$ cat src/sv/skt_pkg.sv
// Types and codes of the sorted keyframe table.
// No dependencies.
package skt_pkg;
  localparam int TimeW = 32;
  localparam int WordW = 32;
  localparam int CodeW = 3;
  localparam int IndexW = 6;
  localparam int CountW = 7;

  typedef enum logic [2:0] {
    ACT_FIND  = 3'd0,
    ACT_FLOOR = 3'd1,
    ACT_SET   = 3'd2,
    ACT_REM   = 3'd3,
    ACT_MOVE  = 3'd4,
    ACT_CURVE = 3'd5
  } action_t;

  typedef enum logic [1:0] {
    ST_OK     = 2'd0,
    ST_NONE   = 2'd1,
    ST_FULL   = 2'd2
  } status_t;

  localparam logic CFG_BEZIER = 1'b0;
  localparam logic CFG_CUSTOM = 1'b1;

  typedef enum logic [2:0] {
    S_IDLE, S_SEARCH, S_EXEC, S_SEARCH2, S_EXEC2, S_DONE
  } fsm_t;

  // Input word.
  typedef struct packed {
    logic [2:0]       action;
    logic [TimeW-1:0] key_time;
    logic [TimeW-1:0] dest_time;
    logic [WordW-1:0] key_value;
    logic [CodeW-1:0] interp_code;
    logic [WordW-1:0] ctrl_x1;
    logic [WordW-1:0] ctrl_y1;
    logic [WordW-1:0] ctrl_x2;
    logic [WordW-1:0] ctrl_y2;
  } edit_t;

  // Result word.
  typedef struct packed {
    logic [1:0]        status;
    logic [IndexW-1:0] entry_index;
    logic [CountW-1:0] entry_count;
  } reply_t;

  // Configuration write word.
  typedef struct packed {
    logic             index;
    logic [CodeW-1:0] value;
  } cfg_t;

  typedef struct packed {
    logic [TimeW-1:0] t;
    logic [WordW-1:0] v;
    logic [CodeW-1:0] c;
    logic [WordW-1:0] x1;
    logic [WordW-1:0] y1;
    logic [WordW-1:0] x2;
    logic [WordW-1:0] y2;
  } entry_t;

  typedef enum logic [2:0] {
    OP_NOP, OP_INSERT, OP_ERASE, OP_SETVAL, OP_CURVE
  } cellop_t;

  // Broadcast from the controller to every cell.
  typedef struct packed {
    cellop_t          op;
    logic [TimeW-1:0] key;
    entry_t           ent;
    logic             wr_ctrl;
  } bcast_t;
endpackage

$ cat src/sv/skt_cell.sv
// One slot of the table: holds an entry and compares it to the broadcast key.
// Depends on skt_pkg.
module skt_cell (
  input  logic            clk,
  input  logic            rst,
  input  skt_pkg::bcast_t bc,
  input  logic            sel,
  input  logic            shift_in,
  input  logic            shift_out,
  input  skt_pkg::entry_t left,
  input  skt_pkg::entry_t right,
  input  logic            used,
  output skt_pkg::entry_t ent,
  output logic            eq,
  output logic            lt
);
  // Times are biased so unsigned order follows signed order.
  logic [skt_pkg::TimeW-1:0] kb, tb;

  assign tb = ent.t ^ {1'b1, {(skt_pkg::TimeW-1){1'b0}}};
  assign kb = bc.key ^ {1'b1, {(skt_pkg::TimeW-1){1'b0}}};
  assign eq = used && (tb == kb);
  assign lt = used && (tb < kb);

  always_ff @(posedge clk) begin
    if (!rst) begin
      case (bc.op)
        skt_pkg::OP_INSERT: begin
          if (sel) ent <= bc.ent;
          else if (shift_in) ent <= left;
        end
        skt_pkg::OP_ERASE: begin
          if (shift_out) ent <= right;
        end
        skt_pkg::OP_SETVAL: begin
          if (sel) ent.v <= bc.ent.v;
        end
        skt_pkg::OP_CURVE: begin
          if (sel) begin
            ent.c <= bc.ent.c;
            if (bc.wr_ctrl) begin
              ent.x1 <= bc.ent.x1;
              ent.y1 <= bc.ent.y1;
              ent.x2 <= bc.ent.x2;
              ent.y2 <= bc.ent.y2;
            end
          end
        end
        default: ;
      endcase
    end
  end
endmodule

$ cat config.mk
export PLATFORM = sky130hd
export DESIGN_NAME = skt_cell
export DESIGN_NICKNAME = d
export VERILOG_FILES = /design/src/sv/skt_pkg.sv /design/src/sv/skt_cell.sv
export SDC_FILE = /design/constraint.sdc
export NUM_CORES = 1
export LEC_CHECK = 0
export ABC_AREA = 0
export BUFFER_PORTS_ARGS = -buffer_cell sky130_fd_sc_hd__buf_2
export CAP_MARGIN = 10
export CORE_AREA = 5 5 321 323
export DETAILED_ROUTE_END_ITERATION = 16
export DIE_AREA = 0 0 326 328
export PLACE_DENSITY = 0.42
export SETUP_SLACK_MARGIN = 0.5
export SYNTH_ARGS = -nofsm -noshare
export SYNTH_HDL_FRONTEND = slang
export SYNTH_SLANG_ARGS = --single-unit
$ cat constraint.sdc
create_clock -name clk -period 10.1 [get_ports clk]
set_input_delay 1.01 -clock clk [delete_from_list [all_inputs] [get_ports clk]]
set_output_delay 1.01 -clock clk [all_outputs]
set_load 0.05 [all_outputs]
* Word-level counts from Yosys, hierarchy flattened *
Cells that the tools add are included.

operators by class
  order comparisons = 1
  eq/ne operators = 10
  multiplexer cells = 9
  bitwise operators = 3
  reductions and logical operators = 9

operator list
  cell                  number
  $mux W195             3
  $pmux W131 S3         1
  $mux W131             1
  $mux W128             1
  $pmux W32 S3          1
  $pmux W32 S2          1
  $eq A32 B32 Y1        1
  $lt A32 B32 Y1        1
  $mux W32              1
  $reduce_and A5 Y1     2
  $ne A2 B2 Y1 const B  4
  $eq A3 B2 Y1 const B  2
  $reduce_and A6 Y1     1
  $reduce_bool A3 Y1    2
  $reduce_and A4 Y1     1
  $eq A3 B1 Y1 const B  1
  $eq A3 B3 Y1 const B  1
  $ne A3 B3 Y1 const B  1
  $not A1 Y1            3
  $logic_and A1 B1 Y1   2
  $reduce_bool A2 Y1    1

word-level totals
  bits in registers = 195
  output and inout port bits = 197

* Longest topological paths before layout *
Gate-level depths: netlist of the first run.

  depth after elaboration = 3
  mapped depth = 8

* Worst setup path after synthesis of the first run *
No wires, ideal clock.

  path type = input-to-reg
  from = in bc[229] in the netlist's numbering
  to = reg ent[0] in the netlist's numbering, enable pin
  library setup time = 0.513 ns
  data arrival time = 4.906 ns
  data required time = 9.587 ns
  setup slack = 4.680 ns
  cell stages on the path = 6
  buffers on the path = 1
  cell sequence = buf_6 nand2b_4 o32ai_1 a21oi_1 o21a_1 o41a_1

between the ends
  cells in the longest elaborated chain, start to end = 3
  elaborated cells on any way between the ends = 9
  classes of those cells = 7 x eq/ne; 2 x reduce/logical

ends and longest elaborated chain
  what                                                   line            text
  from (decl)                                            skt_cell.sv:6   input skt_pkg::bcast_t bc,
  $eq A3 B1 Y1 (tied with other cells)                   skt_cell.sv:27  case (bc.op)
  $ne A3 B3 Y1 (no source line) (tied with other cells)  --
  $reduce_and A6 Y1 (no source line) (*)                 --
  to (signal assigned)                                   skt_cell.sv:29  if (sel) ent <= bc.ent;
  to (signal assigned)                                   skt_cell.sv:30  else if (shift_in) ent <= left;
  to (signal assigned)                                   skt_cell.sv:33  if (shift_out) ent <= right;
  to (decl)                                              skt_cell.sv:13  output skt_pkg::entry_t ent,

Mark *: on every way between the ends. The rest lies on a longest branch, timed or not.
A chain may end at the register's enable or synchronous reset.

* Worst setup path in the final report of the first run *
  from = in bc[225] in the netlist's numbering
  to = out eq

between the ends
  cells in the longest elaborated chain, start to end = 2

ends and longest elaborated chain
  what                 line            text
  $eq A32 B32 Y1       skt_cell.sv:22  assign eq = used && (tb == kb);
  $logic_and A1 B1 Y1  skt_cell.sv:22
  to (decl)            skt_cell.sv:14  output logic eq,

No other way between the ends.

==> run_results.csv, run 1 <==
group,metric,value,unit
yosys,ys_seq_area_share,55.6,%
yosys,synth_top_area_share,55.6,%
floorplan,ios,824,
timing,worstMarginPinSlew,0.901,ns
clock_tree,cts_resized,0,
timing,min_period_over_period,39.6,%
floorplan,fp.dieH,328,um
timing,hold_viol,0,
worst_setup_path,path_cells,"buf_2 > inv_1 > ha_1 > and4_1 > nand4_1 > nor3_1 > nand2_1 > nor3_1 > buf_2",
timing,whs,0.759,ns
yosys,synthesis.nets,1643,
yosys,syn_inst,984,
drt,route.vias.total,10906,
clock_tree,cts_buffers,17,
clock_tree,cts.reportedPaths.clkPinSlew,0.09,ns
yosys,synthTopCellsByArea,"edfxtp_1 (56%), nand2_1 (13%), a22oi_1 (8.8%)",
timing,setup_viol,0,
worst_setup_path,worstPathMaxFanout,2,
timing,slew_headroom,39.9,%
global_routing,first_global_vias,11438,
power,powerDensity,142,mW/mm^2
clock_tree,cts_tree,"done",
worst_setup_path,required,9.09,ns
yosys,syn_avg_cell_area,10.7,sq um
floorplan,die_w,326,um
timing,period_needed,4.00,ns
yosys,yosysTopAreaCell,"edfxtp_1",
yosys,yosysUniqueCellTypes,37,
timing,max_freq,250,MHz
power,max-vdd-ir-drop,117,uV
clock_tree,cts_hold_buf,0,
layout,final_nets,2435,
worst_setup_path,cp_top_family,"simple AND/OR/NAND/NOR gates",
drt,drt-total-wl,68100,um
worst_setup_path,slowest_delay,0.57,ns
flow_run,cap_violations,0,
worst_setup_path,worst-setup-path-type,"primary input to output port",
global_routing,antenna_found_initial,56,
floorplan,coreArea,0.0996,sq mm
clock_tree,root_buffer,"clkbuf_16",
worst_setup_path,cp-end-kind,"output port",
layout,reg.largest.list,"ent x195",
power,p_leak,7.62,nW
global_routing,grt_usage,12.2,%
global_routing,grt_max_degree,156,
floorplan,start_util,10.6,%
clock_tree,clk_path_buf_depth,2,
drt,wl_per_cell,22.0,um
layout,fillerInstances,11374,
drt,drc,0,
layout,drive_gt1_share,51.5,%
drt,drt_iter0_markers,536,
yosys,ys.flop_type,"edfxtp_1",
yosys,synth-async-reset-ratio,0,%
worst_setup_path,start_kind,"primary input",
worst_setup_path,cp_num_buf_inv,3,
timing,final_max_slew_viol_count,0,
yosys,synth-edff-count,195,
yosys,synth.ff_latch_count,195,
global_routing,grt_pass1_wl,90900,um
layout,area_growth_syn_to_layout,58.0,%
timing,fin_setup_tns,0,ns
placed_design,dpl.hpwl,57500,um
drt,drtPass1Iterations,5,
drt,avgViaCountPerCell,3.52,
placed_design,placement.io_buffers,823,
placed_design,gp_congestion,0.906,
clock_tree,post_cts_buffers,0,
global_routing,overflow,0,
yosys,synth_warnings,0,
worst_setup_path,crit_slowest_cell,"nor3_1",
min_path,min-delay-path-class,"primary input to flip-flop",
floorplan,die-area,0.107,sq mm
clock_tree,h-tree-depth,4,
yosys,netlist_area,0.0105,sq mm
clock_tree,clock_sinks,195,
timing,grt_setup_unrepaired,"false",
run_status,outcome,"complete, no violations",
floorplan,row_count,116,
worst_setup_path,cp.arrival,2.99,ns
layout,largest_reg_flops,195,
layout,top_register,"ent",
drt,detail-route-antenna-nets,0,
## synth_stat cells, drive strengths merged, types with 2 or more instances
cell type and number:
nand2 368, edfxtp 195, a22oi 163, buf 56
o21ai 38, inv 35, mux2i 33, ha 32
a21oi 19, clkbuf 9, nand4 5, nand2b 4
nand3 4, nor2 4, a21o 2, nor3 2
nor4 2
## report_power, final
part	switching [mW]	total (mW)	internal, mW	leakage (nW)
Combinational	0.428	0.624	0.196	5.57
Clock	0.401	0.759	0.357	0.292
Sequential	0.0173	0.982	0.965	1.76
Total	0.847	2.36	1.52	7.62
## final timing paths
path,start,endpoint,slack [ns],cells after the start
hold / removal,bc[116],ent[115],0.76,3
setup / recovery,bc[225],eq,6.10,9
## placed cells by master, fill, tap and decap left out, types with 2 or more instances in the layout
cell type,synthesis,routed
a21o_1,2,2
a21oi_1,16,15
a21oi_4,0,3
a22oi_1,123,123
a22oi_2,40,40
buf_2,32,823
buf_4,7,14
clkbuf_16,0,17
clkinv_8,0,3
clkinvlp_4,0,2
diode_2,0,9
edfxtp_1,195,195
ha_1,32,32
inv_1,35,35
inv_6,0,5
inv_8,0,4
mux2i_1,33,33
nand2_1,368,368
nand2b_1,3,3
nand3_1,4,4
nand4_1,5,5
nor2_1,2,2
nor3_1,2,2
o21ai_0,37,37
## per-stage QoR
| step | instance area [sq um] | util, % | instances | setup slack (ns) | total power [mW] |
|---|---|---|---|---|---|
| 2_1_floorplan | 10500 | - | 984 | 4.68 | 1.37 |
| 3_3_place_gp | 16000 | 16.1 | 3055 | 5.58 | 1.64 |
| 3_5_place_dp | 16000 | 16.1 | 3055 | 5.60 | 1.64 |
| 4_1_cts | 16600 | 16.7 | 3087 | 5.99 | 2.43 |
| 5_1_grt | 16600 | 16.7 | 3089 | 5.85 | 2.49 |
| 6_report | 16600 | 16.7 | 3096 | 6.10 | 2.36 |
## logic make-up after synthesis
group                    Yosys count  share of synthesized area [%]
AO/OA/AOI/OAI                    229                           17.2
XOR/XNOR                           1                          0.155
adder cells (fa/ha/maj)           32                           3.80
buffers and inverters            100                           5.41
flip-flops                       195                           55.6
multiplexers                      33                           3.14
AND/OR/NAND/NOR                  394                           14.7
## metal layers
layer,GRT usage [%],wire length (um),up-vias
met2,20.7,32500,587
met3,5.18,6830,102
met4,3.14,1470,12
met1,14.4,27200,5044
met5,0,78,-
li1,-,-,5161
## tightest hold or removal path, delay by kind of cell
kind / cells / cell delay [ns]
buffers and inverters: 1 / 0.07
and+or+nand+nor: 2 / 0.08
## layout make-up
type | count | area, sq um | area share (%)
Clock buffer | 17 | 425 | 2.56
Antenna cell | 9 | 22.5 | 0.135
Clock inverter | 15 | 183 | 1.10
Tap cell | 1298 | 1620 | 9.76
Timing Repair Buffer | 838 | 4240 | 25.5
Multi-Input combinational cell | 689 | 4150 | 24.9
Sequential cell | 195 | 5860 | 35.2
Inverter | 35 | 131 | 0.790
Power figures use the tool's default switching activity.
==> run 2: changes to the inputs <==
--- a/config.mk
+++ b/config.mk
@@ -8,10 +8,10 @@
 export ABC_AREA = 0
 export BUFFER_PORTS_ARGS = -buffer_cell sky130_fd_sc_hd__buf_2
 export CAP_MARGIN = 10
-export CORE_AREA = 5 5 321 323
+export CORE_AREA = 5 5 315 317
 export DETAILED_ROUTE_END_ITERATION = 16
-export DIE_AREA = 0 0 326 328
-export PLACE_DENSITY = 0.42
+export DIE_AREA = 0 0 320 322
+export PLACE_DENSITY = 0.44
 export SETUP_SLACK_MARGIN = 0.5
 export SYNTH_ARGS = -nofsm -noshare
 export SYNTH_HDL_FRONTEND = slang
==> constraint.sdc (replaced) <==
create_clock -name clk -period 3.25 [get_ports clk]
set_input_delay 0.325 -clock clk [delete_from_list [all_inputs] [get_ports clk]]
set_output_delay 0.325 -clock clk [all_outputs]
set_load 0.05 [all_outputs]
==> run_results.csv, run 2 (synthesized netlist as in run 1, its figures left out) <==
group,metric,value,unit
worst_setup_path,worstPathMaxFanout,3,
layout,area_growth_syn_to_layout,65.9,%
clock_tree,cts.reportedPaths.clkPinSlew,0.08,ns
floorplan,die-area,0.103,sq mm
drt,drt-total-wl,63900,um
run_status,outcome,"complete, no violations",
layout,top_register,"ent",
power,comb_power_share,28.1,%
min_path,holdPathStages,3,
worst_setup_path,worst-setup-path-type,"flip-flop to output port",
drt,detail-route-antenna-nets,0,
global_routing,grt_usage,11.7,%
timing,hold_viol,0,
drt,drt_iter0_markers,677,
floorplan,die_w,320,um
floorplan,row_count,114,
timing,setup_viol,0,
timing,slew_headroom,33.0,%
clock_tree,cts_buffers,17,
clock_tree,cts_tree,"done",
timing,grt_setup_unrepaired,"true",
global_routing,antenna_found_initial,43,
timing,min_period_over_period,84.2,%
drt,avgViaCountPerCell,3.57,
power,total_power,7.34,mW
global_routing,grt_max_degree,71,
drt,drc,0,
timing,period_needed,2.74,ns
clock_tree,clock_sinks,195,
floorplan,coreArea,0.0960,sq mm
global_routing,first_global_vias,11521,
timing,worstMarginPinSlew,1.00,ns
global_routing,grt_pass1_wl,84500,um
clock_tree,h-tree-depth,4,
worst_setup_path,cp.arrival,2.41,ns
layout,design_area,0.0175,sq mm
layout,mostFrequentLayoutCells,"buf_2 (821), nand2_1 (367), edfxtp_1 (195), a22oi_1 (123), dlygate4sd3_1 (41)",
floorplan,ios,824,
drt,drtPass1Iterations,5,
min_path,min_from,"bc[35]",
worst_setup_path,start_kind,"flip-flop",
power,p_leak,7.99,nW
power,seqPwrFrac,41.6,%
placed_design,placement.io_buffers,823,
drt,wl_per_cell,20.3,um
placed_design,dpl_cell_area,0.0163,sq mm
drt,route.vias.total,11237,
power,max-vdd-ir-drop,385,uV
min_path,min-delay-path-class,"primary input to flip-flop",
layout,reg.largest.list,"ent x195",
timing,final_max_slew_viol_count,0,
placed_design,dpl.hpwl,54600,um
power,p_sw_share,35.7,%
layout,final_nets,2510,
power,powerDensity,420,mW/mm^2
layout,layout_commonest_cell,"buf_2",
flow_run,cap_violations,0,
floorplan,start_util,11.0,%
min_path,min_to,"ent[34]",
clock_tree,clk_path_buf_depth,2,
layout,fillerInstances,10793,
layout,largest_reg_flops,195,
layout,stdcell_count,3152,
power,p_int,4.72,mW
power,p_clk_share,30.3,%
clock_tree,root_buffer,"clkbuf_16",
placed_design,gp_congestion,0.894,
worst_setup_path,required,2.92,ns
timing,max_freq,366,MHz
placed_design,place_inst,3061,
worst_setup_path,cp-end-kind,"output port",
floorplan,fp.dieH,322,um
power,power.net_switching,2.62,mW
timing,fin_setup_tns,0,ns
global_routing,overflow,0,
layout,drive_gt1_share,51.8,%
## run 2: changes by cell type in the layout (fill, tap and decap cells not counted), moves of 3 or more
| cell | previous run | this run |
|---|---|---|
| buf_12 | 1 | 9 |
| buf_4 | 14 | 40 |
| diode_2 | 9 | 12 |
| dlygate4sd3_1 | 0 | 41 |
| ha_1 | 32 | 29 |
| ha_4 | 0 | 3 |
## run 2: per-stage QoR
| stage | util, % | hold WS [ns] | setup WS [ns] |
|---|---|---|---|
| 6_report | 18.2 | 0.0747 | 0.515 |
| 5_1_grt | 18.2 | 0.0352 | 0.342 |
| 4_1_cts | 18.1 | 0.0000849 | 0.431 |
| 3_5_place_dp | 17.0 | 0.587 | 0.464 |
| 3_3_place_gp | 17.0 | 0.589 | 0.554 |
| 2_1_floorplan | - | 0.499 | 0.483 |
## run 2: routing by layer
layer  vias up  share of wire [%]  global-route usage, %  wire length, um
li1       5311                  -                      -                -
met1      5226                 39                   13.4            25200
met2       590                 49                   19.5            31200
met3        96                9.1                   4.71             5830
met4        14                2.5                   4.87             1580
met5         -               0.13                      0               80
## run 2: area by class of cell
class | instances | area (sq um) | share of cell area [%]
antenna | 12 | 30.0 | 0.172
clock buffer | 17 | 425 | 2.44
clock inverter | 15 | 158 | 0.903
inverter | 35 | 131 | 0.752
multi-input combinational | 689 | 4240 | 24.3
sequential | 195 | 5860 | 33.5
tap | 1276 | 1600 | 9.14
timing repair buffer | 913 | 5020 | 28.8
## run 2: worst max path at each step
stage          cells past startpoint  endpoint  slack (ns)      from
3_5_place_dp                       7   ent[74]        0.46       sel
6_report                           7        lt        0.51  ent[176]
4_1_cts                            7        lt        0.43  ent[176]
3_3_place_gp                       9        lt        0.55   bc[203]
2_1_floorplan                      7        eq        0.48  ent[194]
5_1_grt                            7        lt        0.34  ent[176]
## run 2: power groups by stage
| stage | combinational (mW) | sequential (mW) | clock, mW |
|---|---|---|---|
| 4_1_cts | 2.09 | 3.06 | 2.37 |
| 3_5_place_dp | 2.04 | 3.11 | 0 |
| 6_report | 2.06 | 3.06 | 2.22 |
| 5_1_grt | 2.22 | 3.07 | 2.43 |
| 2_1_floorplan | 0.559 | 3.68 | 0 |
| 3_3_place_gp | 2.04 | 3.11 | 0 |
## run 2: what timing repair did
item,4_1_cts,5_1_grt
endpoints found under the setup margin,2,2
buffers inserted,6,0
gates cloned,0,0
pin swaps,10,0
hold buffers,41,0
endpoints found under the hold margin,41,0
gates resized for setup,12,2
## run 2: worst max-delay path: stages, from the launching register on
cell and delay, ns:
edfxtp_1 0.41, ha_1 0.32, nand4_1 0.16, nor2_1 0.07
a22o_1 0.18, a2111o_1 0.35, a211oi_4 0.23, buf_6 0.19
